**config.mk**
```make
export PLATFORM = sky130hd
export DESIGN_NAME = ipv4_prefix_match_lookup
export DESIGN_NICKNAME = d
export VERILOG_FILES = /design/src/rtl/lpm_pkg.sv /design/src/rtl/lpm_front.sv /design/src/rtl/lpm_back.sv /design/src/rtl/lpm_outq.sv /design/src/rtl/ipv4_prefix_match_lookup.sv
export SDC_FILE = /design/constraint.sdc
export NUM_CORES = 2
export LEC_CHECK = 0
export ABC_AREA = 1
export BUFFER_PORTS_ARGS = -buffer_cell sky130_fd_sc_hd__clkbuf_2
export CAP_MARGIN = 20
export CELL_PAD_IN_SITES_DETAIL_PLACEMENT = 0
export CELL_PAD_IN_SITES_GLOBAL_PLACEMENT = 1
export CORE_MARGIN = 4
export CORE_UTILIZATION = 53
export CTS_CLUSTER_DIAMETER = 40
export DETAILED_ROUTE_END_ITERATION = 8
export HOLD_SLACK_MARGIN = 0.06
export PLACE_DENSITY = 0.78
export SYNTH_ARGS = -nofsm -noshare
export SYNTH_HDL_FRONTEND = slang
export SYNTH_HIERARCHICAL = 1
export SYNTH_SLANG_ARGS = --single-unit
export TNS_END_PERCENT = 5
```
**constraint.sdc**
```tcl
create_clock -name clk -period 5.65 [get_ports clk]
set_input_delay 0.8475 -clock clk [delete_from_list [all_inputs] [get_ports clk]]
set_output_delay 0.8475 -clock clk [all_outputs]
set_load 0.02 [all_outputs]
```
**src/rtl/lpm_pkg.sv**
```systemverilog
// Shared types, codes and widths for the IPv4 prefix lookup block.
package lpm_pkg;

	localparam int ADDR_W  = 32;
	localparam int PLEN_W  = 6;
	localparam int IDX_W   = 6;
	localparam int OWN_W   = 8;
	localparam int FUNC_W  = 2;
	localparam int KIND_W  = 2;

	localparam int ENTRIES_DEF = 64;
	// entry_index is 6 bits wide, so no slot at or above this is ever written
	localparam int MAX_SLOTS   = 64;

	localparam logic [PLEN_W-1:0] MAX_PLEN = 6'd32;

	// function codes on the input word
	localparam logic [FUNC_W-1:0] FUNC_LOOKUP = 2'd0;
	localparam logic [FUNC_W-1:0] FUNC_WRITE  = 2'd1;
	localparam logic [FUNC_W-1:0] FUNC_FLUSH  = 2'd2;

	// command kinds after classification
	localparam logic [KIND_W-1:0] KIND_LOOKUP = 2'd0;
	localparam logic [KIND_W-1:0] KIND_WRITE  = 2'd1;
	localparam logic [KIND_W-1:0] KIND_FLUSH  = 2'd2;
	localparam logic [KIND_W-1:0] KIND_NOP    = 2'd3;

	typedef struct packed {
		logic [KIND_W-1:0] kind;
		logic [ADDR_W-1:0] address;
		logic [PLEN_W-1:0] prefix;
		logic [IDX_W-1:0]  index;
		logic              valid;
		logic              reachable;
		logic [OWN_W-1:0]  owner;
	} cmd_t;

	typedef struct packed {
		logic             found;
		logic [IDX_W-1:0] index;
		logic [OWN_W-1:0] owner;
		logic             from_cache;
	} res_t;

endpackage

```
**src/rtl/lpm_front.sv**
```systemverilog
// Front end: accepts input words, classifies them and queues commands.
module lpm_front
	import lpm_pkg::*;
#(
	parameter int ENTRIES = ENTRIES_DEF
) (
	input  logic              clk,
	input  logic              arst_n,
	input  logic              push,
	output logic              full,
	input  logic [FUNC_W-1:0] func,
	input  logic [ADDR_W-1:0] address,
	input  logic [PLEN_W-1:0] prefix_length,
	input  logic [IDX_W-1:0]  entry_index,
	input  logic              entry_valid,
	input  logic              entry_reachable,
	input  logic [OWN_W-1:0]  owner_id,
	output logic              cmd_valid,
	output cmd_t              cmd,
	input  logic              cmd_pop
);

	cmd_t       fq_q [2];
	logic       wp_q;
	logic       rp_q;
	logic [1:0] cnt_q;
	cmd_t       cls;
	logic       in_range;
	logic       do_push;
	logic       do_pop;

	assign in_range = 32'(entry_index) < ENTRIES;

	always_comb begin
		cls.address   = address;
		cls.prefix    = (prefix_length > MAX_PLEN) ? MAX_PLEN : prefix_length;
		cls.index     = entry_index;
		cls.valid     = entry_valid;
		cls.reachable = entry_reachable;
		cls.owner     = owner_id;
		unique case (func)
			FUNC_LOOKUP: cls.kind = KIND_LOOKUP;
			// a write to a slot outside the table changes nothing
			FUNC_WRITE:  cls.kind = in_range ? KIND_WRITE : KIND_NOP;
			FUNC_FLUSH:  cls.kind = KIND_FLUSH;
			default:     cls.kind = KIND_NOP;
		endcase
	end

	assign full      = cnt_q == 2'd2;
	assign cmd_valid = cnt_q != 2'd0;
	assign cmd       = fq_q[rp_q];
	assign do_push   = push && !full;
	assign do_pop    = cmd_pop && cmd_valid;

	always_ff @(posedge clk or negedge arst_n) begin
		if (!arst_n) begin
			wp_q  <= 1'b0;
			rp_q  <= 1'b0;
			cnt_q <= 2'd0;
		end else begin
			if (do_push) wp_q <= ~wp_q;
			if (do_pop)  rp_q <= ~rp_q;
			cnt_q <= cnt_q + 2'(do_push) - 2'(do_pop);
		end
	end

	always_ff @(posedge clk) begin
		if (do_push) fq_q[wp_q] <= cls;
	end

endmodule

```
**src/rtl/lpm_back.sv**
```systemverilog
// Back end: table memory, two-slot answer cache and the sequential slot scan.
module lpm_back
	import lpm_pkg::*;
#(
	parameter int ENTRIES = ENTRIES_DEF
) (
	input  logic clk,
	input  logic arst_n,
	input  logic cmd_valid,
	input  cmd_t cmd,
	output logic cmd_pop,
	input  logic oq_full,
	output logic oq_push,
	output res_t oq_data
);

	localparam int TBL_DEPTH = (ENTRIES < MAX_SLOTS) ? ENTRIES : MAX_SLOTS;
	localparam int AW        = $clog2(TBL_DEPTH);
	localparam int CW        = $clog2(TBL_DEPTH + 1);

	localparam logic ST_IDLE = 1'b0;
	localparam logic ST_SCAN = 1'b1;

	typedef struct packed {
		logic [ADDR_W-1:0] address;
		logic [PLEN_W-1:0] prefix;
		logic [OWN_W-1:0]  owner;
		logic              reachable;
	} ent_t;

	ent_t              mem [TBL_DEPTH];
	logic [TBL_DEPTH-1:0] present_q;

	logic              st_q;
	logic [ADDR_W-1:0] addr_q;
	logic [CW-1:0]     issue_q;
	logic              v_s1;
	ent_t              rd_s1;
	logic              pres_s1;
	logic [AW-1:0]     idx_s1;
	logic              found_q;
	logic [AW-1:0]     best_idx_q;
	logic [OWN_W-1:0]  best_own_q;

	logic [ADDR_W-1:0] c_addr_q  [2];
	logic [IDX_W-1:0]  c_idx_q   [2];
	logic [OWN_W-1:0]  c_own_q   [2];
	logic [1:0]        c_found_q;
	logic [1:0]        c_valid_q;
	logic              slot_q;

	logic              take;
	logic              hit0;
	logic              hit1;
	logic              wr_en;
	logic              rd_en;
	logic              match;
	logic              done;
	logic              n_found;
	logic [AW-1:0]     n_idx;
	logic [OWN_W-1:0]  n_own;
	ent_t              wr_ent;

	function automatic logic [ADDR_W-1:0] pmask(input logic [PLEN_W-1:0] len);
		logic [ADDR_W-1:0] m;
		if (len == '0) m = '0;
		else           m = {ADDR_W{1'b1}} << (MAX_PLEN - len);
		return m;
	endfunction

	assign take    = (st_q == ST_IDLE) && cmd_valid && !oq_full;
	assign cmd_pop = take;
	assign hit0    = c_valid_q[0] && (c_addr_q[0] == cmd.address);
	assign hit1    = c_valid_q[1] && (c_addr_q[1] == cmd.address);
	assign wr_en   = take && (cmd.kind == KIND_WRITE);
	assign rd_en   = (st_q == ST_SCAN) && (issue_q < CW'(TBL_DEPTH));

	assign wr_ent.address   = cmd.address;
	assign wr_ent.prefix    = cmd.prefix;
	assign wr_ent.owner     = cmd.owner;
	assign wr_ent.reachable = cmd.reachable;

	// evaluate the slot read in the previous cycle
	assign match   = v_s1 && pres_s1 && (((addr_q ^ rd_s1.address) & pmask(rd_s1.prefix)) == '0);
	assign n_found = found_q || match;
	assign n_idx   = match ? idx_s1 : best_idx_q;
	assign n_own   = match ? rd_s1.owner : best_own_q;
	assign done    = v_s1 && ((match && rd_s1.reachable) || (idx_s1 == AW'(TBL_DEPTH - 1)));

	always_comb begin
		oq_push = 1'b0;
		oq_data = '0;
		if (st_q == ST_SCAN) begin
			oq_push = done;
			if (n_found) begin
				oq_data.found = 1'b1;
				oq_data.index = IDX_W'(n_idx);
				oq_data.owner = n_own;
			end
		end else if (take) begin
			priority if (cmd.kind == KIND_LOOKUP && hit0) begin
				oq_push            = 1'b1;
				oq_data.found      = c_found_q[0];
				oq_data.index      = c_idx_q[0];
				oq_data.owner      = c_own_q[0];
				oq_data.from_cache = 1'b1;
			end else if (cmd.kind == KIND_LOOKUP && hit1) begin
				oq_push            = 1'b1;
				oq_data.found      = c_found_q[1];
				oq_data.index      = c_idx_q[1];
				oq_data.owner      = c_own_q[1];
				oq_data.from_cache = 1'b1;
			end else if (cmd.kind == KIND_LOOKUP) begin
				oq_push = 1'b0;
			end else begin
				oq_push = 1'b1;
			end
		end
	end

	always_ff @(posedge clk or negedge arst_n) begin
		if (!arst_n) begin
			st_q       <= ST_IDLE;
			issue_q    <= '0;
			v_s1       <= 1'b0;
			found_q    <= 1'b0;
			present_q  <= '0;
			c_found_q  <= '0;
			c_valid_q  <= '0;
			slot_q     <= 1'b0;
		end else begin
			if (st_q == ST_IDLE) begin
				v_s1 <= 1'b0;
				if (take) begin
					unique case (cmd.kind)
						KIND_LOOKUP: begin
							if (!hit0 && !hit1) begin
								st_q    <= ST_SCAN;
								issue_q <= '0;
								found_q <= 1'b0;
							end
						end
						KIND_WRITE: begin
							present_q[cmd.index[AW-1:0]] <= cmd.valid;
							c_valid_q <= '0;
						end
						KIND_FLUSH: c_valid_q <= '0;
						default: ;
					endcase
				end
			end else begin
				v_s1 <= rd_en && !done;
				if (rd_en) issue_q <= issue_q + 1'b1;
				found_q <= n_found;
				if (done) begin
					// store the answer in the other slot, then drop back to idle
					st_q              <= ST_IDLE;
					v_s1              <= 1'b0;
					slot_q            <= ~slot_q;
					c_valid_q[~slot_q] <= 1'b1;
					c_found_q[~slot_q] <= n_found;
				end
			end
		end
	end

	always_ff @(posedge clk) begin
		if (take) addr_q <= cmd.address;
		if (rd_en) begin
			pres_s1 <= present_q[issue_q[AW-1:0]];
			idx_s1  <= issue_q[AW-1:0];
		end
		if (st_q == ST_SCAN && match) begin
			best_idx_q <= idx_s1;
			best_own_q <= rd_s1.owner;
		end
		if (st_q == ST_SCAN && done) begin
			c_addr_q[~slot_q] <= addr_q;
			c_idx_q[~slot_q]  <= n_found ? IDX_W'(n_idx) : '0;
			c_own_q[~slot_q]  <= n_found ? n_own : '0;
		end
	end

	always_ff @(posedge clk) begin
		if (wr_en) mem[cmd.index[AW-1:0]] <= wr_ent;
		if (rd_en) rd_s1 <= mem[issue_q[AW-1:0]];
	end

endmodule

```
**src/rtl/lpm_outq.sv**
```systemverilog
// Result queue: holds finished answers until the consumer pops them.
module lpm_outq
	import lpm_pkg::*;
(
	input  logic             clk,
	input  logic             arst_n,
	input  logic             oq_push,
	input  res_t             oq_data,
	output logic             oq_full,
	output logic             empty,
	input  logic             pop,
	output logic             found,
	output logic [IDX_W-1:0] match_index,
	output logic [OWN_W-1:0] match_owner,
	output logic             from_cache
);

	res_t       q_q [2];
	logic       wp_q;
	logic       rp_q;
	logic [1:0] cnt_q;
	logic       do_push;
	logic       do_pop;
	res_t       head;

	assign oq_full     = cnt_q == 2'd2;
	assign empty       = cnt_q == 2'd0;
	assign do_push     = oq_push && !oq_full;
	assign do_pop      = pop && !empty;
	assign head        = q_q[rp_q];
	assign found       = head.found;
	assign match_index = head.index;
	assign match_owner = head.owner;
	assign from_cache  = head.from_cache;

	always_ff @(posedge clk or negedge arst_n) begin
		if (!arst_n) begin
			wp_q  <= 1'b0;
			rp_q  <= 1'b0;
			cnt_q <= 2'd0;
		end else begin
			if (do_push) wp_q <= ~wp_q;
			if (do_pop)  rp_q <= ~rp_q;
			cnt_q <= cnt_q + 2'(do_push) - 2'(do_pop);
		end
	end

	always_ff @(posedge clk) begin
		if (do_push) q_q[wp_q] <= oq_data;
	end

endmodule

```
**src/rtl/ipv4_prefix_match_lookup.sv**
```systemverilog
// IPv4 longest-prefix lookup with a two-slot answer cache. Each word is a
// lookup, a table entry write, a cache flush or an unused code that does
// nothing; every word gives exactly one answer word. Writes, flushes and
// cache hits are answered without a table scan. A cache miss scans the table
// memory one slot per cycle from slot 0 through its single read port, and
// stops at the first match with a reachable owner or at the last slot. Slots
// at or above 64 cannot be addressed by entry_index and are never scanned.
// Two-word queues on the input and result sides buffer words; a full result
// queue stalls the back end, so the input queue can fill and raise full.
module ipv4_prefix_match_lookup
	import lpm_pkg::*;
#(
	parameter int ENTRIES = ENTRIES_DEF
) (
	input  logic              clk,
	input  logic              arst_n,
	input  logic              push,
	output logic              full,
	input  logic [FUNC_W-1:0] func,
	input  logic [ADDR_W-1:0] address,
	input  logic [PLEN_W-1:0] prefix_length,
	input  logic [IDX_W-1:0]  entry_index,
	input  logic              entry_valid,
	input  logic              entry_reachable,
	input  logic [OWN_W-1:0]  owner_id,
	output logic              empty,
	input  logic              pop,
	output logic              found,
	output logic [IDX_W-1:0]  match_index,
	output logic [OWN_W-1:0]  match_owner,
	output logic              from_cache
);

	logic cmd_valid;
	cmd_t cmd;
	logic cmd_pop;
	logic oq_full;
	logic oq_push;
	res_t oq_data;

	lpm_front #(.ENTRIES(ENTRIES)) u_front (
		.clk            (clk),
		.arst_n         (arst_n),
		.push           (push),
		.full           (full),
		.func           (func),
		.address        (address),
		.prefix_length  (prefix_length),
		.entry_index    (entry_index),
		.entry_valid    (entry_valid),
		.entry_reachable(entry_reachable),
		.owner_id       (owner_id),
		.cmd_valid      (cmd_valid),
		.cmd            (cmd),
		.cmd_pop        (cmd_pop)
	);

	lpm_back #(.ENTRIES(ENTRIES)) u_back (
		.clk      (clk),
		.arst_n   (arst_n),
		.cmd_valid(cmd_valid),
		.cmd      (cmd),
		.cmd_pop  (cmd_pop),
		.oq_full  (oq_full),
		.oq_push  (oq_push),
		.oq_data  (oq_data)
	);

	lpm_outq u_outq (
		.clk        (clk),
		.arst_n     (arst_n),
		.oq_push    (oq_push),
		.oq_data    (oq_data),
		.oq_full    (oq_full),
		.empty      (empty),
		.pop        (pop),
		.found      (found),
		.match_index(match_index),
		.match_owner(match_owner),
		.from_cache (from_cache)
	);

endmodule

```
==> summary.txt <==
Synth
  – Synthesized instance count: 9982
  – YS warnings: 6
  – Async set-reset flop share out of synthesis: 2.536%
  – Count of cell types in the netlist: 58
  – Most used DFF post-synth: edfxtp_1
  – Adder-Cell Fraction of Synth Area: 0.1024%
  – Complex-gate fraction of the synthesized area: 11.64%
  – EDFF count, synth: 3344
  – Dominant cell type by area after synthesis: edfxtp_1
  – Mux contribution to synthesized area: 0.1760%
  – Largest family of logic cells by synthesized area: compound AO/OA/AOI/OAI gates
  – Post-Synth Simple-Gate Area: 8.759%
  – Area contributors post-synth: edfxtp_1 75%, o21ai_0 5.8%, nor2_1 4.9%, nand2_1 2.2%, o22ai_1 2.2%
  – Top cell type's share of synthesized area: 74.72%
  – Mapped Area: 134400 um^2
  – Synth Area per Inst: 13.46 um^2
  – Post-synthesis xor/xnor area fraction: 0.3715%
  – Post-synthesis net count: 10050
  – #FFs+latches synth: 3431
  – Seq/Total Area, Yosys: 76.34%

Setup path
  – RR Endpoint: u_outq/q_q[0][12]
  – Crit path DAT: 5450 ps
  – CP Class: reg -> reg
  – CP Max Fanout: 67
  – WP data required: 6290 ps
  – FF-to-FF setup slack: 840 ps
  – Cells on worst reg2reg path: 17
  – Worst R2R Start: u_front/rp_q
  – Worst setup SP type: register
  – Critical path destination: u_outq/q_q[0][12]
  – CP Capture Type: register
  – CP startpoint: u_front/rp_q

Cells and area
  – Multi-input logic area: 28930 um^2
  – Post-layout net count: 10230
  – Register area: 102600 um^2
  – Most common cell after layout, fill and taps aside: edfxtp_1
  – Area Overhead vs Synth: 16.02%
  – Fill cells: 18580
  – Most frequent cells in the layout: 3344 x edfxtp_1, 1679 x nor2_1, 1569 x o21ai_0
  – Layout cell share with drive strength beyond 1: 12.48%

Timing
  – Tcrit/Tclk final: 85.07%
  – Fmax: 208.1 MHz
  – Final min period: 4806 ps
  – Worst setup margin: 843.5 ps
  – Final setup viols: 0
  – Worst-Margin Slew: 1206 ps
  – Hold_ws: 125.4 ps
  – Final TNS setup: 0 ps
  – Worst clock skew: 115.0 ps
  – Final Hold Fails: 0
  – RSZ-0062 raised after global routing: no
  – Slew HR: 19.63%
  – Fin. max-slew vios: 0

Drt
  – DRT Pass-1 Iters: 6
  – DR vias/cell: 6.522
  – Final wirelength: 448.1 mm
  – Post-route ant nets: 0
  – Via Count: 90570
  – WL/cell: 32.27 um
  – Remaining DRCs: 0
  – DR iter-0 viols: 13750

Floorplanning
  – Initial Util: 53.36%
  – Core area: 251900 um^2
  – Num ports: 78
  – DIE AREA: 261700 um^2
  – Die Y-Extent: 511.6 um
  – Die W: 511.6 um
  – # rows: 184

Clocking
  – Worst skew pair latency: 1050 ps
  – Clock sink total: 3431
  – CTS clock-pin slew for the worst setup and hold paths: 50 ps
  – Clock root cell: clkbuf_16
  – Post-CTS sizing: 0
  – Num CTS Buffers: 456
  – CTS tree: done
  – Clk buf depth: 4
  – H-tree level count: 5

Power and ir drop
  – Total power: 87.79 mW
  – Peak VDD IR: 0.6306 mV
  – Leakage power: 51.30 nW
  – PwrDens: 563.0 nW/um^2

Placed design
  – Placer congestion estimate: 0.9319
  – Dpl hpwl: 247.8 mm
  – Place WS: 875.9 ps
  – Port-buffer cells: 77

Global route
  – Vias in the first global route: 85590
  – GR Util All Layers: 33.50%
  – Global-route wire length before repair: 629.9 mm
  – Largest net degree at the start of global routing: 203
  – Initial antenna violation count: 23
  – Global route overflow: 0

Flow run
  – Maxcap violations: 0

Worst hold path
  – Hold Crit Start: owner_id[0]
  – Worst hold-check path type: in -> reg

Status
  – Status: finished, final reports clean
-- through the flow --
stage | util, % | area, um^2 | std cells
2_1_floorplan | - | 134400 | 9982
3_3_place_gp | 55.52 | 139800 | 13020
3_5_place_dp | 55.57 | 140000 | 13030
4_1_cts | 61.88 | 155800 | 13870
5_1_grt | 61.90 | 155900 | 13880
6_report | 61.91 | 155900 | 13890
-- metal layers --
| metal | vias to the layer above | part of all wire (%) | global-route usage, % |
|---|---|---|---|
| met2 | 6078 | 46 | 51.56 |
| met5 | - | 0.0060 | 0 |
| met1 | 45410 | 37 | 45.19 |
| met3 | 1149 | 11 | 7.309 |
| li1 | 37920 | - | - |
| met4 | 4 | 5.9 | 17.50 |
-- how the worst min path moves through the flow --
stage	slack, ps	cells after the start	endpoint
4_1_cts	60	1	u_front/fq_q[1][0]
6_report	130	1	u_front/fq_q[0][0]
5_1_grt	70	1	u_front/fq_q[1][27]
3_5_place_dp	450	0	u_back/best_own_q[2]
3_3_place_gp	440	0	u_back/best_own_q[2]
2_1_floorplan	420	0	u_back/idx_s1[2]
-- what timing repair did --
item	4_1_cts	5_1_grt
setup buffers	0	0
hold endpoints to repair	61	0
setup endpoints to repair	0	0
hold buffers	17	0
-- worst max-delay path, cell delays in order (launching register included) --
cell	delay, ps
dfrtp_2	370
buf_4	650
nand2_1	200
nand2_2	140
buf_4	550
nor2_1	110
inv_1	100
nand3_1	80
nor4_1	270
nand4_1	140
nor2_1	580
buf_4	230
nand2_1	60
nand3_1	90
nand2_1	80
nand2_1	140
nand3_1	100
inv_1	530
-- power breakdown --
part / internal [mW] / switching [mW]
logic: 5.72 / 19.0
clock network: 18.5 / 11.0
registers: 32.8 / 0.763
-- synth_stat cells, types with 4 or more instances --
master	n
o21ai_0	1569
a221oi_1	4
o21ai_1	7
a21oi_2	13
nor4_1	22
inv_1	162
buf_6	14
clkbuf_1	512
nand4_1	61
ha_1	11
or2_2	11
xnor2_1	10
clkinv_1	6
nand2_1	780
a21oi_1	110
o211ai_1	83
nand2_2	10
o22ai_1	462
nand3_1	270
a31oi_1	71
nor3b_1	6
xor2_1	47
edfxtp_1	3344
dfrtp_1	87
buf_2	115
nor2_1	1748
o221ai_1	300
a221o_1	28
buf_4	9
mux2_2	21
nand3b_1	4
nor3_1	18
buf_1	29
-- area by class of cell --
type                    count  area share (%)
inverters                 171          0.4397
flip-flops and latches   3431           65.81
clock buffers             523           7.592
diodes                     13         0.02086
well taps                3348           2.687
clock inverters           306           2.483
repair buffers            396           2.417
multi-input cells        5699           18.55
-- flip-flops by register name, summed over array words and instances, names as in the netlist, 6 cells and up --
name / cells
u_back/idx_s1: 6
u_back/rd_s1: 47
u_back/c_own_q: 16
u_back/best_idx_q: 6
u_front/fq_q: 112
u_back/addr_q: 32
u_back/mem: 3008
u_back/issue_q: 7
u_back/c_idx_q: 12
u_back/c_addr_q: 64
u_back/present_q: 64
u_back/best_own_q: 8
u_outq/q_q: 32
-- cell families (layout without fill, tap and decap cells) --
kind of cell / Yosys count / count (layout)
AO/OA/AOI/OAI: 2668 / 2668
XOR/XNOR: 57 / 57
adder cells (fa/ha/maj): 11 / 11
buffers and inverters: 852 / 1396
flip-flops: 3431 / 3431
multiplexers: 21 / 21
other: 0 / 13
AND/OR/NAND/NOR: 2942 / 2942
Note: power is estimated with default switching activity, not from simulation.
